[config.mk]
export PLATFORM = sky130hd
export DESIGN_NAME = multi_slot_timer_table
export DESIGN_NICKNAME = d
export VERILOG_FILES = /design/src/sv/mstt_pkg.sv /design/src/sv/mstt_ctrl.sv /design/src/sv/mstt_dp.sv /design/src/sv/multi_slot_timer_table.sv
export SDC_FILE = /design/constraint.sdc
export NUM_CORES = 2
export LEC_CHECK = 0
export ABC_AREA = 1
export BUFFER_PORTS_ARGS = -buffer_cell sky130_fd_sc_hd__buf_2
export CORE_ASPECT_RATIO = 2
export CORE_UTILIZATION = 45
export DETAILED_ROUTE_END_ITERATION = 10
export GPL_TIMING_DRIVEN = 0
export PLACE_DENSITY = 0.7
export SLEW_MARGIN = 20
export SYNTH_ARGS = -nofsm -noshare
export SYNTH_HDL_FRONTEND = slang
export SYNTH_SLANG_ARGS = --single-unit
export TNS_END_PERCENT = 5
[constraint.sdc]
create_clock -name i_clk -period 8.49 [get_ports i_clk]
set_clock_uncertainty 0.05 [all_clocks]
set_input_delay 0.849 -clock i_clk [delete_from_list [all_inputs] [get_ports i_clk]]
set_output_delay 0.849 -clock i_clk [all_outputs]
set_load 0.03 [all_outputs]
[src/sv/mstt_pkg.sv]
// ----------------------------------------------------------------------------
// mstt_pkg
// Types and codes shared by the timer table controller, datapath and top.
// ----------------------------------------------------------------------------
package mstt_pkg;

    typedef enum logic [1:0] {
        CMD_START  = 2'd0,
        CMD_CANCEL = 2'd1,
        CMD_TICK   = 2'd2,
        CMD_NONE   = 2'd3
    } t_cmd;

    typedef enum logic [2:0] {
        K_STARTED   = 3'd0,
        K_NOFREE    = 3'd1,
        K_CANCELLED = 3'd2,
        K_REJECTED  = 3'd3,
        K_EXPIRED   = 3'd4,
        K_TICKDONE  = 3'd5
    } t_kind;

    typedef struct packed {
        logic [1:0]  cmd;
        logic [31:0] timeout_ms;
        logic [31:0] period_ms;
        logic [3:0]  slot_sel;
        logic [31:0] elapsed_ms;
    } t_in;

    typedef struct packed {
        logic [2:0]  kind;
        logic [3:0]  slot;
        logic [31:0] next_wakeup_ms;
        logic        wakeup_valid;
        logic        last;
    } t_out;

    // controller -> datapath
    typedef struct packed {
        logic load;      // capture input beat
        logic scan;      // process the slot at the scan index
        logic scan_clr;  // reset scan index and accumulators
        logic emit_one;  // emit start/cancel result
        logic pick;      // select next expired slot (sweep pass)
        logic emit_exp;  // emit expired result for picked slot
        logic emit_done; // emit tick done
    } t_ctl;

    // datapath -> controller
    typedef struct packed {
        logic scan_end;   // scan index at last slot
        logic any_exp;    // pending expired slot remains
    } t_sts;

endpackage

[src/sv/mstt_ctrl.sv]
// ----------------------------------------------------------------------------
// mstt_ctrl
// Sequencer: one-shot commands, tick subtract pass, expiry emit passes,
// wakeup minimum pass.
// ----------------------------------------------------------------------------
module mstt_ctrl (
    input  logic           i_clk,
    input  logic           i_rst_n,
    input  logic           i_start,
    input  logic [1:0]     i_cmd,
    input  mstt_pkg::t_sts i_sts,
    output mstt_pkg::t_ctl o_ctl,
    output logic           o_busy
);
    import mstt_pkg::*;

    typedef enum logic [6:0] {
        S_IDLE = 7'b0000001,
        S_ONE  = 7'b0000010,
        S_SUB  = 7'b0000100,
        S_PICK = 7'b0001000,
        S_EMIT = 7'b0010000,
        S_MIN  = 7'b0100000,
        S_DONE = 7'b1000000
    } t_state;

    t_state r_state, n_state;

    always_ff @(posedge i_clk) begin
        if (!i_rst_n) begin
            r_state <= S_IDLE;
        end else begin
            r_state <= n_state;
        end
    end

    always_comb begin
        n_state = r_state;
        o_ctl   = '0;
        case (r_state)
            S_IDLE: begin
                if (i_start) begin
                    o_ctl.load     = 1'b1;
                    o_ctl.scan_clr = 1'b1;
                    if (i_cmd == CMD_START || i_cmd == CMD_CANCEL) begin
                        n_state = S_ONE;
                    end else if (i_cmd == CMD_TICK) begin
                        n_state = S_SUB;
                    end
                end
            end
            S_ONE: begin
                o_ctl.emit_one = 1'b1;
                n_state = S_IDLE;
            end
            S_SUB: begin
                o_ctl.scan = 1'b1;
                if (i_sts.scan_end) begin
                    o_ctl.scan_clr = 1'b1;
                    n_state = S_PICK;
                end
            end
            S_PICK: begin
                // sweep all slots for the smallest pending (before, slot)
                o_ctl.pick = 1'b1;
                if (i_sts.scan_end) begin
                    o_ctl.scan_clr = 1'b1;
                    n_state = S_EMIT;
                end
            end
            S_EMIT: begin
                if (i_sts.any_exp) begin
                    o_ctl.emit_exp = 1'b1;
                    n_state = S_PICK;
                end else begin
                    n_state = S_MIN;
                end
            end
            S_MIN: begin
                o_ctl.scan = 1'b1;
                if (i_sts.scan_end) begin
                    n_state = S_DONE;
                end
            end
            S_DONE: begin
                o_ctl.emit_done = 1'b1;
                n_state = S_IDLE;
            end
            default: n_state = S_IDLE;
        endcase
    end

    assign o_busy = (r_state != S_IDLE);

endmodule

[src/sv/mstt_dp.sv]
// ----------------------------------------------------------------------------
// mstt_dp
// Slot store and one-slot-per-cycle tick arithmetic.
// ----------------------------------------------------------------------------
module mstt_dp #(
    parameter int NUM_SLOTS = 16
) (
    input  logic           i_clk,
    input  logic           i_rst_n,
    input  mstt_pkg::t_in  i_in,
    input  mstt_pkg::t_ctl i_ctl,
    output mstt_pkg::t_sts o_sts,
    output logic           o_valid,
    output mstt_pkg::t_out o_res
);
    import mstt_pkg::*;

    localparam int IW = (NUM_SLOTS > 1) ? $clog2(NUM_SLOTS) : 1;

    logic [31:0]          r_rem [NUM_SLOTS];
    logic [31:0]          r_per [NUM_SLOTS];
    logic [31:0]          r_bef [NUM_SLOTS];
    logic [NUM_SLOTS-1:0] r_busy;
    logic [NUM_SLOTS-1:0] r_exp;
    t_in                  r_in;
    logic [IW-1:0]        r_idx;
    logic                 r_phase_min;
    logic [31:0]          r_wake;
    logic                 r_wvalid;
    logic                 r_have;
    logic [IW-1:0]        r_best;
    logic [31:0]          r_bestv;
    logic                 o_valid_r;
    t_out                 r_res;

    logic [IW-1:0] free_idx;
    logic          free_any;
    logic [IW:0]   sel_ext;
    logic          sel_ok;
    logic [31:0]   cur, sub, newv;

    always_comb begin
        free_idx = '0;
        free_any = 1'b0;
        for (int i = NUM_SLOTS - 1; i >= 0; i--) begin
            if (!r_busy[i]) begin
                free_idx = IW'(i);
                free_any = 1'b1;
            end
        end
    end

    assign sel_ext = (IW + 1)'(r_in.slot_sel);
    assign sel_ok  = ({28'd0, r_in.slot_sel} < 32'(NUM_SLOTS))
                     && r_busy[sel_ext[IW-1:0]];
    assign cur  = r_rem[r_idx];
    assign sub  = (r_in.elapsed_ms < cur) ? r_in.elapsed_ms : cur;
    assign newv = cur - sub;

    assign o_sts.scan_end = (r_idx == IW'(NUM_SLOTS - 1));
    assign o_sts.any_exp  = r_have;

    always_ff @(posedge i_clk) begin
        if (!i_rst_n) begin
            r_busy    <= '0;
            r_exp     <= '0;
            o_valid_r <= 1'b0;
            r_idx     <= '0;
            r_phase_min <= 1'b0;
            r_have    <= 1'b0;
        end else begin
            o_valid_r <= i_ctl.emit_exp | i_ctl.emit_one | i_ctl.emit_done;
            if (i_ctl.load) begin
                r_in        <= i_in;
                r_phase_min <= 1'b0;
                r_exp       <= '0;
                r_wake      <= '0;
                r_wvalid    <= 1'b0;
            end
            if (i_ctl.scan_clr) begin
                r_idx <= '0;
                if (!i_ctl.load && !i_ctl.pick) r_phase_min <= ~r_phase_min;
            end else if (i_ctl.scan || i_ctl.pick) begin
                r_idx <= r_idx + 1'b1;
            end
            if (i_ctl.emit_exp || (i_ctl.scan_clr && !i_ctl.pick)) begin
                r_have <= 1'b0;
            end else if (i_ctl.pick && r_exp[r_idx]) begin
                r_have <= 1'b1;
            end
            if (i_ctl.scan && !r_phase_min && r_busy[r_idx]) begin
                r_bef[r_idx] <= cur;
                r_rem[r_idx] <= newv;
                r_exp[r_idx] <= (newv == 32'd0);
            end
            if (i_ctl.scan && r_phase_min && r_busy[r_idx]) begin
                if (!r_wvalid || cur < r_wake) begin
                    r_wake   <= cur;
                    r_wvalid <= 1'b1;
                end
            end
            if (i_ctl.pick && r_exp[r_idx]) begin
                if (!r_have || r_bef[r_idx] < r_bestv) begin
                    r_best  <= r_idx;
                    r_bestv <= r_bef[r_idx];
                end
            end
            if (i_ctl.emit_exp) begin
                r_exp[r_best] <= 1'b0;
                if (r_per[r_best] != 32'd0) begin
                    r_rem[r_best] <= r_per[r_best];
                end else begin
                    r_busy[r_best] <= 1'b0;
                end
                r_res <= '{K_EXPIRED, 4'(r_best), 32'd0, 1'b0, 1'b0};
            end
            if (i_ctl.emit_one) begin
                if (r_in.cmd == CMD_START) begin
                    if (free_any) begin
                        r_busy[free_idx] <= 1'b1;
                        r_rem[free_idx]  <= r_in.timeout_ms;
                        r_per[free_idx]  <= r_in.period_ms;
                        r_res <= '{K_STARTED, 4'(free_idx), 32'd0, 1'b0, 1'b1};
                    end else begin
                        r_res <= '{K_NOFREE, 4'd0, 32'd0, 1'b0, 1'b1};
                    end
                end else begin
                    if (sel_ok) begin
                        r_busy[sel_ext[IW-1:0]] <= 1'b0;
                        r_res <= '{K_CANCELLED, r_in.slot_sel, 32'd0, 1'b0, 1'b1};
                    end else begin
                        r_res <= '{K_REJECTED, r_in.slot_sel, 32'd0, 1'b0, 1'b1};
                    end
                end
            end
            if (i_ctl.emit_done) begin
                r_res <= '{K_TICKDONE, 4'd0, r_wake, r_wvalid, 1'b1};
            end
        end
    end

    assign o_valid = o_valid_r;
    assign o_res   = r_res;

endmodule

[src/sv/multi_slot_timer_table.sv]
// ----------------------------------------------------------------------------
// multi_slot_timer_table
// Pool of timer slots with start, cancel and tick commands.
// ----------------------------------------------------------------------------
//  channel | ports                      | handshake
//  command | i_start, i_cmd_in, o_busy  | taken when i_start && !o_busy
//  result  | o_res_valid, o_res         | one cycle strobe, no stall
//
// Start and cancel: busy in state S_ONE, result on the ports in the cycle after.
// Tick: a subtract pass over all slots, one pick sweep and an emit state per
// expired slot plus one final empty sweep, then a wakeup minimum pass and the
// done state; all passes share the single scan over the slot store. Each
// result shows in the cycle after its emit. Reset clears all slots to free.
module multi_slot_timer_table #(
    parameter int NUM_SLOTS = 16
) (
    input  logic           i_clk,
    input  logic           i_rst_n,
    input  logic           i_start,
    input  mstt_pkg::t_in  i_cmd_in,
    output logic           o_busy,
    output logic           o_res_valid,
    output mstt_pkg::t_out o_res
);
    import mstt_pkg::*;

    t_ctl ctl;
    t_sts sts;

    mstt_ctrl u_ctrl (
        .i_clk   (i_clk),
        .i_rst_n (i_rst_n),
        .i_start (i_start),
        .i_cmd   (i_cmd_in.cmd),
        .i_sts   (sts),
        .o_ctl   (ctl),
        .o_busy  (o_busy)
    );

    mstt_dp #(.NUM_SLOTS(NUM_SLOTS)) u_dp (
        .i_clk   (i_clk),
        .i_rst_n (i_rst_n),
        .i_in    (i_cmd_in),
        .i_ctl   (ctl),
        .o_sts   (sts),
        .o_valid (o_res_valid),
        .o_res   (o_res)
    );

endmodule

== After elaboration in Yosys (flattened, before gate mapping) ==
Memories as Yosys holds them, arrays and structs flattened. A register that Yosys moved wholly into a read port is not among the register bits.
Index checks and enable logic that the tools add are counted.

* Add/subtract/negate cells: 2
* $lt $le $gt $ge: 11
* Eq/ne operators: 16
* Muxes and demuxes: 116
* Bitwise operators: 10
* Reductions and logical operators: 36

{| class="wikitable"
|+ Operator list
! kind !! number
|-
| 16-bit two-way mux || 12
|-
| 32-bit two-way mux || 6
|-
| 41-bit two-way mux || 3
|-
| 32-bit < comparator || 3
|-
| 4-bit two-way mux || 23
|-
| 39-bit two-way mux || 2
|-
| 32-bit OR reduction || 2
|-
| 1-bit two-way mux || 52
|-
| 16-bit bitwise AND || 3
|-
| 7-bit two-way mux || 6
|-
| 7-bit case mux with 5 select lines || 1
|-
| 34-bit two-way mux || 1
|-
| 32-bit logical NOT || 1
|-
| 16-bit inverter || 2
|-
| 32-bit nonzero test || 1
|-
| 32-bit subtractor || 1
|-
| 4-bit by 5-bit < comparator with 1-bit output, second input constant || 4
|-
| 16-bit bitwise mux || 1
|-
| 1-bit demux with 4-bit select || 4
|-
| 4-bit by 1-bit >= comparator with 1-bit output, second input constant || 4
|-
| 16-bit OR || 1
|-
| 1-bit binary-select mux with 4-bit select || 3
|-
| 1-bit logical AND || 11
|-
| 2-bit inequality test, second input constant || 4
|-
| other kinds (25) || 40
|}

* Register bits: 258
* RAM bits: 1536
* Logic and storage cells: 215
* Memories kept: 3

{| class="wikitable"
|+ Memories
! memory !! words !! width !! read ports !! clocked after memory_dff !! wr ports !! RTL line !! RTL
|-
| u_dp.r_bef || 16 || 32 || 1 || 1 || 1 || mstt_dp.sv:22 || <nowiki>logic [31:0] r_bef [NUM_SLOTS];</nowiki>
|-
| u_dp.r_per || 16 || 32 || 1 || 1 || 1 || mstt_dp.sv:21 || <nowiki>logic [31:0] r_per [NUM_SLOTS];</nowiki>
|-
| u_dp.r_rem || 16 || 32 || 1 || 1 || 1 || mstt_dp.sv:20 || <nowiki>logic [31:0] r_rem [NUM_SLOTS];</nowiki>
|}

== Longest topological paths before layout ==
* Depth after elaboration: 24
* Depth in mapped cells: 47

== By module ==
Synthesis repeated with hierarchy kept, for this count alone.

* Cell total of the unflattened synthesis: 8703
* Area, all modules: 86415.4 sq um

{| class="wikitable"
|+ Modules (own cells, without submodules)
! module !! instances !! cells each !! area an instance (sq um) !! seq. area each (sq um)
|-
| mstt_dp || 1 || 8624 || 85897.4 || 53431.2
|-
| mstt_ctrl || 1 || 79 || 518.0 || 140.1
|}

== Worst setup path before layout ==
Ideal clock, no wire load.

* Kind: input to register
* From: input port i_rst_n
* To: register u_dp.r_in[0] in the netlist's numbering (enable)
* Arrival: 5.838 ns
* Data required time: 7.876 ns
* Path slack: 2.038 ns
* Stages on the path: 5
* Cells stage by stage: clkbuf_1 > inv_1 > clkbuf_1 > clkbuf_1 > nor2_1

* Cells in the longest elaborated chain, start to end: 1

{| class="wikitable"
|+ RTL lines
! element !! RTL line !! RTL
|-
| start: declaration || multi_slot_timer_table.sv:18 || <nowiki>input logic i_rst_n,</nowiki>
|-
| 2-bit AND reduction (no line) || n/a ||
|-
| end signal: assignment || mstt_dp.sv:74 || <nowiki>r_in <= i_in;</nowiki>
|-
| end: declaration || mstt_dp.sv:25 || <nowiki>t_in r_in;</nowiki>
|}

No other way between the ends.
A chain may end at the register's enable or synchronous reset.

==> metrics.md <==
| Metric | Value |
|---|---|
| Root Buffer | `clkbuf_16` |
| Antenna-violating nets left | `0` |
| Maximum vdd drop | `0.224 mV` |
| Multi-input logic area | `0.0201 sq mm` |
| Initial antenna violation count | `12` |
| Synth Warn # | `0` |
| # H-tree levels | `4` |
| GR Util met2 | `0.567` |
| Arr. time, crit path | `8990 ps` |
| Crit path largest cell delay | `660 ps` |
| Remaining DRCs | `0` |
| Post-synthesis cell type count | `51` |
| Post-route minimum period | `around 8400 ps` |
| Leak | `31.6 nW` |
| Placed inst area | `0.0826 sq mm` |
| Routed WL | `287000 microns` |
| Kind of critical path | `reg -> reg` |
| Max Clk Rate | `0.120 GHz` |
| Vias post-DR | `between 50000 and 60000` |
| FF-to-FF path depth | `34` |
| Vias in the first global route | `56273` |
| GRT Util Overall | `0.328` |
| Final Hold Viols | `0` |
| CTS tree | `yes` |
| First-pass GRT wire length | `395000 microns` |
| I/O Buffers | `147` |
| Hold Path Stages | `1` |
| # rows | `213` |
| Met1 Usage GRT | `0.311` |
| Hold Crit Start | `i_cmd_in[12]` |
| Met3 Use GR | `0.0699` |
| Seq. cell area | `between 0.05 and 0.06 sq mm` |
| Sw Share | `0.279` |
| Crit path max fanout | `20` |
| CP top delay family | `simple AND/OR/NAND/NOR gates` |
| Vias/cell | `between 6 and 7` |
| Power per Cell Area | `243 mW/mm^2` |
| Total Neg Setup Slack | `0 ps` |
| Die X | `293 microns` |
| Final number of setup-violating endpoints | `0` |
| CTS Buffer Depth | `4` |
| Sequential area share after synthesis | `0.701` |
| Worst-skew pair later-pin latency | `~850 ps` |
| Slew @ Worst Pin | `1390 ps` |
| Share of cells above drive strength 1 | `0.127` |
| 1st-pass router iterations | `6` |
| Fill cells | `14265` |
| Syn_nets | `6594` |
| Design area | `0.0885 sq mm` |
| Die Y | `585 microns` |
| Final Max Slew Viols | `0` |
| Hpwl dp | `204000 microns` |
| Max-Slew Margin vs Limit | `0.0627` |
| R2r endpoint | `u_dp.r_rem[2][28]` |
| Initial Util | `0.454` |
| Layout Area Growth over Synthesis | `15.8%` |
| Initial DRC count | `6927` |
| Crit-path most repeated cell | `nand2_1` |
| Startpoint Class | `flop` |
| Required @ worst endpoint | `approximately 9100 ps` |
| Fin crit share | `0.984` |
| CTS clk-pin slew, worst paths | `approximately 80 ps` |
| Async SR Flop Fraction | `0` |
| Psw | `roughly 6 mW` |
| Busiest grt layer | `met2` |
| Mapped Area | `roughly 0.076 sq mm` |
| Worst hold endpoint | `u_dp.r_in[12]` |
| Die footprint | `0.172 sq mm` |
| Comb pwr share | `0.154` |
| Synth Flop Type | `edfxtp_1` |
| Synthesized flop and latch total | `1802` |
| Total grt overflow | `0` |
| Clock power share | `0.348` |
| WL/cell | `31.1 microns` |
| Pin count of the biggest net entering global routing | `35` |
| Core footprint | `roughly 0.17 sq mm` |
| Cells after Synth | `6360` |
| EDFF count, synth | `1748` |
| CTS buffer count | `163` |
| Int Pwr | `15.5 mW` |
| Reg2Reg Setup Slack | `130 ps` |
| Clock Sinks | `1802` |
| Worst Setup End Kind | `flop` |
| CP max-delay cell | `clkbuf_1` |
| WP buf/inv | `8` |
| Status | `finished clean` |
| Worst hold path class | `in -> reg` |
| Final nets | `7077` |
| Avg Cell Area, Syn | `12.0 sq um` |
| GPL Wtd Cong | `a little over 1` |
| Max Cap Viol | `0` |
| I/O pins | `148` |
| Sequential Power Share | `0.499` |
-- registers in the layout (all words and copies together) (netlist names), 4 cells and up, named ones only --
register,flops
u_dp.r_per,512
u_dp.r_exp,16
u_dp.r_bef,512
u_dp.r_rem,512
u_dp.r_in,102
u_dp.r_bestv,32
u_dp.r_idx,4
u_dp.r_busy,16
u_ctrl.r_state,7
u_dp.r_best,4
u_dp.r_wake,32
u_dp.o_res,41
-- per-layer routing --
metal | vias up | wire (microns) | share of wire
li1 | 24066 | - | -
met1 | 27296 | 82100 | 0.29
met2 | 3992 | 142000 | 0.50
met3 | 1445 | 26500 | 0.092
met4 | 2 | 36100 | 0.13
met5 | - | 8 | 0.000028
-- power by group through the flow --
stage                     Sequential [mW]  Clock [mW]  Combinational, mW
after floorplan                      10.8           0               1.60
after global placement               11.0           0               2.81
after detailed placement             10.9           0               3.08
after CTS                            10.7        7.45               3.16
after global routing                 10.7        7.75               3.49
final                                10.7        7.48               3.31
-- worst register-to-register path: cells and delay by family (launching register included) --
kind	cells	cell delay (ps)
AOI/OAI and AO/OA	6	1760
adders and majority gates	3	940
buffers and inverters	8	2260
DFF	1	410
and+or+nand+nor	17	2800
-- metrics by stage --
step           std cells   util  setup slack, ps  hold WS [ps]  total power, mW
2_1_floorplan       6360      -             2040           430             12.4
3_3_place_gp        8764  0.475            -2640           445             13.8
3_5_place_dp        8910  0.490            -1510           463             14.0
4_1_cts             9194  0.523             6.02           109             21.3
5_1_grt             9217  0.526            -20.3           113             22.0
6_report            9226  0.526              134           126             21.5
-- synthesized netlist by cell type (all sizes together), types with 128 or more instances --
library cell     n  area (sq um)
a21oi          217          1090
buf            128           739
clkbuf         239           898
edfxtp        1748         52500
ha             128          1600
inv            548          2060
nand2          751          2830
nand3          352          1790
nor2           738          2770
o211ai         217          1790
o21ai          802          4010
o221ai         191          1670
-- area by class of cell --
| class | count | share of cell area |
|---|---|---|
| Sequential cell | 1802 | 0.605 |
| Multi-Input combinational cell | 3640 | 0.227 |
| Clock buffer | 191 | 0.0480 |
| Timing Repair Buffer | 316 | 0.0344 |
| Tap cell | 2257 | 0.0319 |
| Inverter | 553 | 0.0234 |
| Buffer | 367 | 0.0196 |
| Clock inverter | 90 | 0.0106 |
| Antenna cell | 10 | 0.000283 |
-- cells by family after synthesis --
kind of cell	Yosys count	synth area share
AO/OA/AOI/OAI	1565	0.124
XOR/XNOR	10	0.00115
AND/OR/NAND/NOR	1934	0.104
adder cells (fa/ha/maj)	129	0.0212
buffers and inverters	920	0.0486
flip-flops	1802	0.701
-- worst max-delay path by stage --
stage                        from                 end  cells past startpoint
after floorplan           i_rst_n        u_dp.r_in[0]                      5
after global placement       flop  u_dp.r_rem[10][23]                     32
after detailed placement     flop   u_dp.r_rem[8][27]                     35
after CTS                    flop      u_dp.r_exp[11]                     39
after global routing         flop      u_dp.r_exp[13]                     34
final                        flop   u_dp.r_rem[2][28]                     34
-- layout by cell type (no fill, tap or decap), types with 189 or more instances in the layout --
cell type and instances:
inv_1 541, a21oi_1 216, nand2_1 715, buf_2 206
o21ai_0 754, edfxtp_1 1748, o221ai_1 189, clkbuf_1 215
nor2_1 705, nand3_1 342
-- timing repair --
item                                   CTS  global route
resized for setup                       90            79
endpoints found under the hold margin    0             0
setup endpoints to repair              456           189
cloned                                   0             2
pin swaps                                3             8
hold buffers                             0             0
buffers inserted                         3            20
(Power assumes the default switching activity.)
